===== src/hdl/bhs_pkg.sv =====
package bhs_pkg;

  localparam int KEY_W = 31;
  localparam int OP_W  = 2;
  localparam int ST_W  = 2;

  localparam int NUM_BUCKETS_DEF  = 10;
  localparam int BUCKET_DEPTH_DEF = 8;

  // request kinds
  localparam logic [OP_W-1:0] OP_INSERT = 2'd0;
  localparam logic [OP_W-1:0] OP_DELETE = 2'd1;
  localparam logic [OP_W-1:0] OP_QUERY  = 2'd2;

  // result status
  localparam logic [ST_W-1:0] ST_DONE      = 2'd0;
  localparam logic [ST_W-1:0] ST_DUPLICATE = 2'd1;
  localparam logic [ST_W-1:0] ST_ABSENT    = 2'd2;
  localparam logic [ST_W-1:0] ST_FULL      = 2'd3;

endpackage


===== src/hdl/bhs_ram.sv =====
module bhs_ram #(
  parameter int WIDTH = 32,
  parameter int DEPTH = 80,
  localparam int AW = (DEPTH > 1) ? $clog2(DEPTH) : 1
) (
  input  logic             clk,
  input  logic             wr_en,
  input  logic [AW-1:0]    wr_addr,
  input  logic [WIDTH-1:0] wr_data,
  input  logic             rd_en,
  input  logic [AW-1:0]    rd_addr,
  output logic [WIDTH-1:0] rd_data
);

  logic [WIDTH-1:0] mem [DEPTH];

  always_ff @(posedge clk) begin
    if (wr_en) begin
      mem[wr_addr] <= wr_data;
    end
    if (rd_en) begin
      rd_data <= mem[rd_addr];
    end
  end

endmodule


===== src/hdl/bhs_mod.sv =====
// Remainder by a constant: reciprocal multiply, subtract, one corrective compare.
// The remainder is valid with done; start passes through ph1 and ph2 before done.
module bhs_mod
  import bhs_pkg::*;
#(
  parameter int NUM_BUCKETS = NUM_BUCKETS_DEF,
  localparam int BW = (NUM_BUCKETS > 1) ? $clog2(NUM_BUCKETS) : 1
) (
  input  logic             clk,
  input  logic             rst,
  input  logic             start,
  input  logic [KEY_W-1:0] dividend,
  output logic             done,
  output logic [BW-1:0]    rem
);

  // floor(2^31 / N): the quotient estimate is low by at most one
  localparam logic [31:0] RECIP = 32'((64'd1 << KEY_W) / NUM_BUCKETS);
  localparam int PW = KEY_W + 32;
  localparam int DW = $clog2(NUM_BUCKETS) + 2;

  logic [KEY_W-1:0] key_r;
  logic [KEY_W-1:0] quo;
  logic [DW-1:0]    diff;
  logic [BW-1:0]    rem_r;
  logic             ph1;
  logic             ph2;

  assign rem = rem_r;

  always_ff @(posedge clk) begin
    if (rst) begin
      ph1  <= 1'b0;
      ph2  <= 1'b0;
      done <= 1'b0;
    end else begin
      ph1  <= start;
      ph2  <= ph1;
      done <= ph2;
      if (start) begin
        key_r <= dividend;
        quo   <= KEY_W'((PW'(dividend) * PW'(RECIP)) >> KEY_W);
      end
      // only the low bits matter: the true difference is below 2*N
      if (ph1) begin
        diff <= DW'(key_r) - DW'(quo) * DW'(NUM_BUCKETS);
      end
      if (ph2) begin
        if (diff >= DW'(NUM_BUCKETS)) begin
          rem_r <= BW'(diff - DW'(NUM_BUCKETS));
        end else begin
          rem_r <= BW'(diff);
        end
      end
    end
  end

endmodule


===== src/hdl/bucketed_hash_set_core.sv =====
// Channel  Dir  Fields (low bit up)                      Handshake
// s_       in   s_tuser: op[1:0]; s_tdata: key[30:0]     s_tvalid/s_tready
// m_       out  m_tdata: was_present[0], status[2:1]     m_tvalid/m_tready
//
// A request passes from accept to m_tvalid through these steps: the remainder
// unit starts at accept and runs through its ph1 and ph2 registers, then S_DIV forms
// the bucket base, S_SCAN issues BUCKET_DEPTH slot reads and drains the read pipe,
// S_DECIDE decides and writes, and S_OUT loads the result. s_tready returns after
// the load, so a new request is accepted only once the last one is through. After
// reset a clearing pass writes every slot once while s_tready stays low. A result
// held by m_tready low does not stop the next request being accepted; that request
// waits in its result load state until the output register frees.
module bucketed_hash_set_core
  import bhs_pkg::*;
#(
  parameter int NUM_BUCKETS  = NUM_BUCKETS_DEF,
  parameter int BUCKET_DEPTH = BUCKET_DEPTH_DEF
) (
  input  logic        clk,
  input  logic        rst,
  input  logic        s_tvalid,
  output logic        s_tready,
  input  logic [31:0] s_tdata,   // key[30:0], zero pad [31]
  input  logic [1:0]  s_tuser,   // op[1:0]
  output logic        m_tvalid,
  input  logic        m_tready,
  output logic [7:0]  m_tdata    // was_present[0], status[2:1], zero pad [7:3]
);

  localparam int SLOTS = NUM_BUCKETS * BUCKET_DEPTH;
  localparam int AW    = (SLOTS > 1) ? $clog2(SLOTS) : 1;
  localparam int BW    = (NUM_BUCKETS > 1) ? $clog2(NUM_BUCKETS) : 1;
  localparam int IW    = (BUCKET_DEPTH > 1) ? $clog2(BUCKET_DEPTH) : 1;
  localparam int CW    = $clog2(BUCKET_DEPTH + 1);
  localparam int EW    = KEY_W + 1;

  typedef enum logic [2:0] {
    S_CLEAR, S_IDLE, S_DIV, S_SCAN, S_DECIDE, S_OUT
  } state_t;

  state_t           state;
  logic [OP_W-1:0]  op_q;
  logic [KEY_W-1:0] key_q;
  logic [AW-1:0]    clr_addr;
  logic [AW-1:0]    base;
  logic [CW-1:0]    iss;
  logic             rd_pend;
  logic [IW-1:0]    rd_idx;
  logic             hit_found;
  logic [IW-1:0]    hit_idx;
  logic             free_found;
  logic [IW-1:0]    free_idx;
  logic             res_present;
  logic [ST_W-1:0]  res_status;

  logic             div_start;
  logic             div_done;
  logic [BW-1:0]    bucket;

  logic             ram_wr_en;
  logic [AW-1:0]    ram_wr_addr;
  logic [EW-1:0]    ram_wr_data;
  logic             ram_rd_en;
  logic [AW-1:0]    ram_rd_addr;
  logic [EW-1:0]    ram_rd_data;

  logic             accept;
  logic             entry_hit;
  logic             dec_present;
  logic [ST_W-1:0]  dec_status;

  assign s_tready  = (state == S_IDLE);
  assign accept    = s_tvalid && s_tready;
  assign div_start = accept;
  assign entry_hit = ram_rd_data[KEY_W] && (ram_rd_data[KEY_W-1:0] == key_q);

  bhs_mod #(.NUM_BUCKETS(NUM_BUCKETS)) u_mod (
    .clk      (clk),
    .rst      (rst),
    .start    (div_start),
    .dividend (s_tdata[KEY_W-1:0]),
    .done     (div_done),
    .rem      (bucket)
  );

  bhs_ram #(.WIDTH(EW), .DEPTH(SLOTS)) u_ram (
    .clk     (clk),
    .wr_en   (ram_wr_en),
    .wr_addr (ram_wr_addr),
    .wr_data (ram_wr_data),
    .rd_en   (ram_rd_en),
    .rd_addr (ram_rd_addr),
    .rd_data (ram_rd_data)
  );

  // decision and slot write
  always_comb begin
    dec_present = hit_found;
    dec_status  = ST_DONE;
    ram_wr_en   = 1'b0;
    ram_wr_addr = clr_addr;
    ram_wr_data = '0;
    if (state == S_CLEAR) begin
      ram_wr_en = 1'b1;
    end else if (state == S_DECIDE) begin
      case (op_q)
        OP_INSERT: begin
          if (hit_found) begin
            dec_status = ST_DUPLICATE;
          end else if (!free_found) begin
            dec_status = ST_FULL;
          end else begin
            ram_wr_en   = 1'b1;
            ram_wr_addr = base + AW'(free_idx);
            ram_wr_data = {1'b1, key_q};
          end
        end
        OP_DELETE: begin
          if (hit_found) begin
            ram_wr_en   = 1'b1;
            ram_wr_addr = base + AW'(hit_idx);
            ram_wr_data = {1'b0, key_q};
          end else begin
            dec_status = ST_ABSENT;
          end
        end
        default: dec_status = ST_DONE;  // query, and the unused code
      endcase
    end
  end

  assign ram_rd_en   = (state == S_SCAN) && (iss != CW'(BUCKET_DEPTH));
  assign ram_rd_addr = base + AW'(iss[IW-1:0]);

  always_ff @(posedge clk) begin
    if (rst) begin
      state      <= S_CLEAR;
      clr_addr   <= '0;
      m_tvalid   <= 1'b0;
      rd_pend    <= 1'b0;
      iss        <= '0;
      hit_found  <= 1'b0;
      free_found <= 1'b0;
    end else begin
      // a load in S_OUT takes precedence over the clear
      if (m_tvalid && m_tready && (state != S_OUT)) begin
        m_tvalid <= 1'b0;
      end
      case (state)
        S_CLEAR: begin
          clr_addr <= clr_addr + 1'b1;
          if (clr_addr == AW'(SLOTS - 1)) begin
            state <= S_IDLE;
          end
        end
        S_IDLE: begin
          if (accept) begin
            op_q  <= s_tuser;
            key_q <= s_tdata[KEY_W-1:0];
            state <= S_DIV;
          end
        end
        S_DIV: begin
          if (div_done) begin
            base       <= AW'(bucket) * AW'(BUCKET_DEPTH);
            iss        <= '0;
            rd_pend    <= 1'b0;
            hit_found  <= 1'b0;
            free_found <= 1'b0;
            state      <= S_SCAN;
          end
        end
        S_SCAN: begin
          rd_pend <= ram_rd_en;
          rd_idx  <= iss[IW-1:0];
          if (ram_rd_en) begin
            iss <= iss + 1'b1;
          end
          if (rd_pend) begin
            if (entry_hit && !hit_found) begin
              hit_found <= 1'b1;
              hit_idx   <= rd_idx;
            end
            if (!ram_rd_data[KEY_W] && !free_found) begin
              free_found <= 1'b1;
              free_idx   <= rd_idx;
            end
          end
          if (!ram_rd_en && !rd_pend) begin
            state <= S_DECIDE;
          end
        end
        S_DECIDE: begin
          res_present <= dec_present;
          res_status  <= dec_status;
          state       <= S_OUT;
        end
        S_OUT: begin
          if (!m_tvalid || m_tready) begin
            m_tvalid <= 1'b1;
            m_tdata  <= {5'b0, res_status, res_present};
            state    <= S_IDLE;
          end
        end
        default: state <= S_IDLE;
      endcase
    end
  end

  a_busy_after_accept: assert property (@(posedge clk) disable iff (rst)
    accept |=> !s_tready)
    else $error("request accepted while a request is in work");

  a_rem_range: assert property (@(posedge clk) disable iff (rst)
    div_done |-> (32'(bucket) < NUM_BUCKETS))
    else $error("bucket index out of range");

  a_dup_present: assert property (@(posedge clk) disable iff (rst)
    (state == S_DECIDE && dec_status == ST_DUPLICATE) |-> dec_present)
    else $error("duplicate status without presence");

  a_full_absent: assert property (@(posedge clk) disable iff (rst)
    (state == S_DECIDE && (dec_status == ST_FULL || dec_status == ST_ABSENT))
      |-> !dec_present)
    else $error("full or absent status with key present");

  a_no_write_scan: assert property (@(posedge clk) disable iff (rst)
    ram_rd_en |-> !ram_wr_en)
    else $error("slot write during bucket scan");

endmodule


===== config.mk =====
export PLATFORM = sky130hd
export DESIGN_NAME = bucketed_hash_set_core
export DESIGN_NICKNAME = d
export VERILOG_FILES = /design/src/hdl/bhs_pkg.sv /design/src/hdl/bhs_ram.sv /design/src/hdl/bhs_mod.sv /design/src/hdl/bucketed_hash_set_core.sv
export SDC_FILE = /design/constraint.sdc
export NUM_CORES = 2
export LEC_CHECK = 0
export BUFFER_PORTS_ARGS = -buffer_cell sky130_fd_sc_hd__buf_2
export CAP_MARGIN = 0
export CORE_MARGIN = 10
export CORE_UTILIZATION = 57
export CTS_CLUSTER_SIZE = 24
export DETAILED_ROUTE_END_ITERATION = 12
export PLACE_DENSITY = 0.73
export SETUP_SLACK_MARGIN = 0.02
export SYNTH_ARGS = -nofsm -noshare
export SYNTH_HDL_FRONTEND = slang
export SYNTH_SLANG_ARGS = --single-unit

===== constraint.sdc =====
create_clock -name clk -period 14 [get_ports clk]
set_clock_uncertainty 0.15 [all_clocks]
set_input_delay 2.8 -clock clk [delete_from_list [all_inputs] [get_ports clk]]
set_output_delay 2.8 -clock clk [all_outputs]
set_load 0.01 [all_outputs]

Word-level counts from Yosys, hierarchy flattened
Memory sizes are Yosys's and may differ from the RTL's. A register that Yosys moved wholly into a read port is not among the register bits.
Cells that the tools add are included.
- RAM bits: 2560
- flip-flop bits (word level): 95
- memories kept: 1
- logic and storage cells: 132
- output and inout bits: 10
- memories (memory ; words ; bits a word ; rd ports ; clocked after memory_dff ; write ports ; RTL line ; RTL):
    u_ram.mem ; 80 ; 32 ; 1 ; 1 ; 1 ; bhs_ram.sv:15 ; logic [WIDTH-1:0] mem [DEPTH];
- reductions and logical operators: 33
- bitwise gates (word level): 1
- eq/ne operators: 19
- muxes and demuxes: 45
- multiply operators: 2
- add/subtract/negate cells: 7
- magnitude comparators: 1
- operators with widths (cell ; number):
    32-bit two-way mux ; 4
    32-bit case mux with 2 select lines ; 1
    31-bit by 26-bit multiplier with 35-bit output (second input constant) ; 1
    7-bit two-way mux ; 5
    31-bit equality test ; 1
    31-bit two-way mux ; 1
    7-bit by 3-bit adder with 7-bit output ; 3
    3-bit case mux with 6 select lines ; 1
    4-bit AND reduction ; 4
    1-bit two-way mux ; 15
    3-bit two-way mux ; 5
    7-bit case mux with 2 select lines ; 1
    4-bit two-way mux ; 3
    2-bit by 1-bit != test with 1-bit output (second input constant) ; 6
    2-bit AND reduction ; 6
    3-bit AND reduction ; 4
    1-bit logical AND ; 8
    1-bit case mux with 2 select lines ; 4
    4-bit case mux with 2 select lines ; 1
    7-bit by 1-bit adder with 7-bit output (second input constant) ; 1
    7-bit equality test (second input constant) ; 1
    3-bit by 2-bit equality test with 1-bit output (second input constant) ; 2
    3-bit equality test (second input constant) ; 2
    6-bit by 4-bit >= comparator with 1-bit output (second input constant) ; 1
    other kinds (18) ; 27

Longest topological paths before layout
- depth in word-level cells: 7
- depth in mapped cells: 20
- mapped depth without buffers: 20

Modules after synthesis
A second synthesis with hierarchy kept.
- cells, all modules: 5407
- area, all modules: 110573.5 um^2
- modules (own cells, without submodules) (module ; sequential area each (um^2) ; area each (um^2) ; instances ; cells each):
    bhs_ram ; 77834.6 ; 98897.4 ; 1 ; 4315
    bhs_mod ; 690.7 ; 8379.3 ; 1 ; 826
    bucketed_hash_set_core ; 1921.8 ; 3296.9 ; 1 ; 266

Worst setup path before layout
No wires, ideal clock.
- kind: input to register
- start point: in s_tdata[8]
- end point: reg u_mod.quo[2] (data pin)
- stages: 20
- data arrival time: 7837 ps
- library setup time: 262 ps
- slack: 5751 ps
- data required time: 13588 ps
- buffers on the path: 0
- path through: ha_1 inv_1 fa_1 inv_1 fa_1 fa_1 inv_1 fa_1 inv_1 fa_1 inv_1 fa_1 inv_1 ha_1 nand3_1 nor2_1 a2111oi_0 a211oi_1 a211oi_1 xnor2_1
- cells in the longest elaborated chain, start to end: 1
- RTL lines (element ; RTL line ; RTL):
    start, declared ; bucketed_hash_set_core.sv:23 ; input logic [31:0] s_tdata,
    31-bit by 26-bit multiplier with 35-bit output ; bhs_mod.sv:42 ; quo <= KEY_W'((PW'(dividend) * PW'(RECIP)) >> KEY_W);
    end signal, assigned ; bhs_mod.sv:42 ;
    end, declared ; bhs_mod.sv:23 ; logic [KEY_W-1:0] quo;
Every way passes these cells.
A chain may end at the register's enable or synchronous reset.

Final worst setup path
Same ends and word-level chain as after synthesis.

==> reports/metrics.cfg <==
[status]
outcome=finished clean

[logic_synthesis]
synth_flop_cell=edfxtp_1
yosysMostFrequentCell=edfxtp_1
ys_types=64
synthArstFlopShare_pct=0
netlist_top_cells_count=edfxtp_1, mux4_2, inv_1, fa_1, ha_1
syn_inst=5064
synthTopCellsByArea=edfxtp_1, mux4_2, fa_1, ha_1, inv_1
synth_area_sq_mm=0.110
synth_top_area_share_pct=72.7
synth_edf_count=2665
yosys.area.top_type=edfxtp_1
yosysWarnings=0
synth.avg_cell_area_sq_um=21.7
ys_ff_latch=2686
seq_area_frac_synth_pct=73.1

[routing]
drt-initial-drc-count=7070
drc=0
antenna_left=0
drt_pre_antenna_iters=8
vias_per_cell=6.54
routedWlPerCell_microns=34.0
wl_microns=273000
vias=52412

[sta]
timing.final.crit_share_pct=60.1
rsz0062_at_grt=false
relSlewSlack_pct=14.3
worst_hold_slack_ns=0.269
tightest_slew_ns=1.29
finalCriticalPeriod_ns=8.42
slew_violations=0
hold_viol_final=0
setup-violations-final=0
layout_setup_ws_ns=5.58
max_freq_mhz=119
timing.setup.tns_ns=0

[clock_network]
htreeDepth=5
cts_buffers=281
cts_buffer_depth=4
post-cts-setup-buffer-count=0
clk_pin_slew_ns=0.06
cts_hold_buf=0
cts_tree=built
clock-root-buffer=clkbuf_16
ctsResizeCount=0
insertion_delay_ns=0.94
clock-sinks=2686

[setup_path]
arrival_ns=8.91
end_kind=flop
crit_required_ns=14.49
cp_top_family=adder cells
start_kind=input port
crit_buf_inv=7
worstPathMaxFanout=5
slowest_delay_ns=0.83
slowest_stage=a2111oi_0
worstSetupPathType=input port to flop
reg2reg_slack_ns=8.57
crit_chain=buf_2 > ha_1 > inv_1 > fa_1 > inv_1 > fa_1 > fa_1 > inv_1 > fa_1 > inv_1 > fa_1 > inv_1 > fa_1 > inv_1 > ha_1 > nand3_1 > nor2_1 > a2111oi_0 > a211oi_1 > a211oi_1 > xnor2_1
rr_startpoint=iss[0]
timing.rr.end=u_ram.rd_data[3]
reg2regPathDepth=6

[placed_design]
portBuffers=41
pre_cts_ws_ns=4.51
dp_hpwl_microns=150000
dpl_cell_area_sq_mm=0.114
gp_congestion=0.934

[global_routing]
grt-ovfl-total=0
antenna_found_initial=10
track_usage_pct=26.1
grt_pass1_wl_microns=392000
grt_max_degree=134
grt_pass1_vias=54079

[flow_run]
cap_violations=0

[worst_hold_path]
hold_start=u_mod.rem[3]
min_path_type=flop to flop
hold_path_end=base[6]
worstHoldPathCells=0

[floorplanning]
fp.coreArea_sq_mm=0.192
chipWidth_microns=459
dieArea_sq_mm=0.211
initial_utilization_pct=57.2
ioPinCount=48
core.rowCount=161
die_h_microns=459

[pwr]
power_density_mw_per_mm2=161
ir_drop_uv=361
leakagePower_nw=35.2

[layout]
fin_nets=5680
syn_to_final_growth_pct=11.4
drive_gt1_share_pct=26.4
utilization_pct=63.8
fillers=12478
final_area_sq_mm=0.123

cells by family after synthesis:
| family | count (synthesis) | share of synthesized area, % |
|---|---|---|
| flip-flops | 2686 | 73.1 |
| multiplexers | 839 | 16.3 |
| buffers and inverters | 570 | 2.11 |
| AND/OR/NAND/NOR | 377 | 1.57 |
| adder cells (fa/ha/maj) | 333 | 5.05 |
| AO/OA/AOI/OAI | 185 | 1.21 |
| XOR/XNOR | 73 | 0.581 |
| other | 1 | 0.00341 |
layer usage:
metal	vias up	wire length (microns)	GRT usage [%]
met5	-	120	0
met4	4	13500	11.7
met3	593	27000	5.95
met2	2934	133000	41.5
met1	27820	98700	34.8
li1	21061	-	-
worst max path at each step:
stage,end,slack (ns),startpoint,cells past startpoint
global placement,u_mod.quo[2],4.56,s_tdata[8],21
finish,u_mod.quo[2],5.58,s_tdata[8],21
global route,u_mod.quo[2],5.26,s_tdata[8],21
floorplan,u_mod.quo[2],5.75,s_tdata[8],20
CTS,u_mod.quo[2],5.47,s_tdata[8],21
detailed placement,u_mod.quo[2],4.51,s_tdata[8],21
sequential cells by signal, indices dropped and copies added (netlist names), 3 cells and up:
register       cells
m_tdata            3
u_mod.quo          5
hit_idx            3
base               4
key_q             31
rd_idx             3
u_mod.diff         6
u_ram.mem       2560
u_ram.rd_data     32
iss                4
state              3
clr_addr           7
u_mod.rem          4
free_idx           3
u_mod.key_r        6
worst register-to-register path, delay by kind of cell, from the launching register on:
| kind | cells | cell delay, ns |
|---|---|---|
| buffers and inverters | 2 | 1.69 |
| DFF | 1 | 0.96 |
| muxes | 3 | 2.04 |
| AOI/OAI and AO/OA | 1 | 0.26 |
power breakdown:
group | leakage [nW] | internal (mW) | total, mW | switching (mW)
Combinational | 10.0 | 1.57 | 3.74 | 2.18
Sequential | 21.1 | 9.01 | 9.09 | 0.0817
Clock | 4.07 | 3.95 | 6.88 | 2.93
Total | 35.2 | 14.5 | 19.7 | 5.18
cell type report:
class                   instances  area, sq um  area share (%)
flip-flops and latches       2686        80500            65.6
repair buffers                188         1420            1.16
diodes                          3         7.51         0.00612
clock inverters               122          877           0.715
clock buffers                 343         7420            6.06
multi-input cells            1812        28000            22.8
well taps                    2526         3160            2.58
inverters                     340         1280            1.04
through the flow:
step           cells  power, mW
3_3_place_gp    7552       12.9
6_report        8020       19.7
3_5_place_dp    7552       13.0
4_1_cts         8017       19.8
5_1_grt         8018       20.6
2_1_floorplan   5068       11.9
cells in the final DEF, fill, tap and decap left out, types with 54 or more instances in the layout:
cell type and instances:
buf_4 138, clkbuf_1 54, clkbuf_16 288, edfxtp_1 2665, fa_1 185, ha_1 148, inv_1 338, mux2i_1 72
mux4_2 766, nand2_1 131, nor2_4 81, o211ai_1 61
No activity file was read; power rests on OpenSTA's default activity.
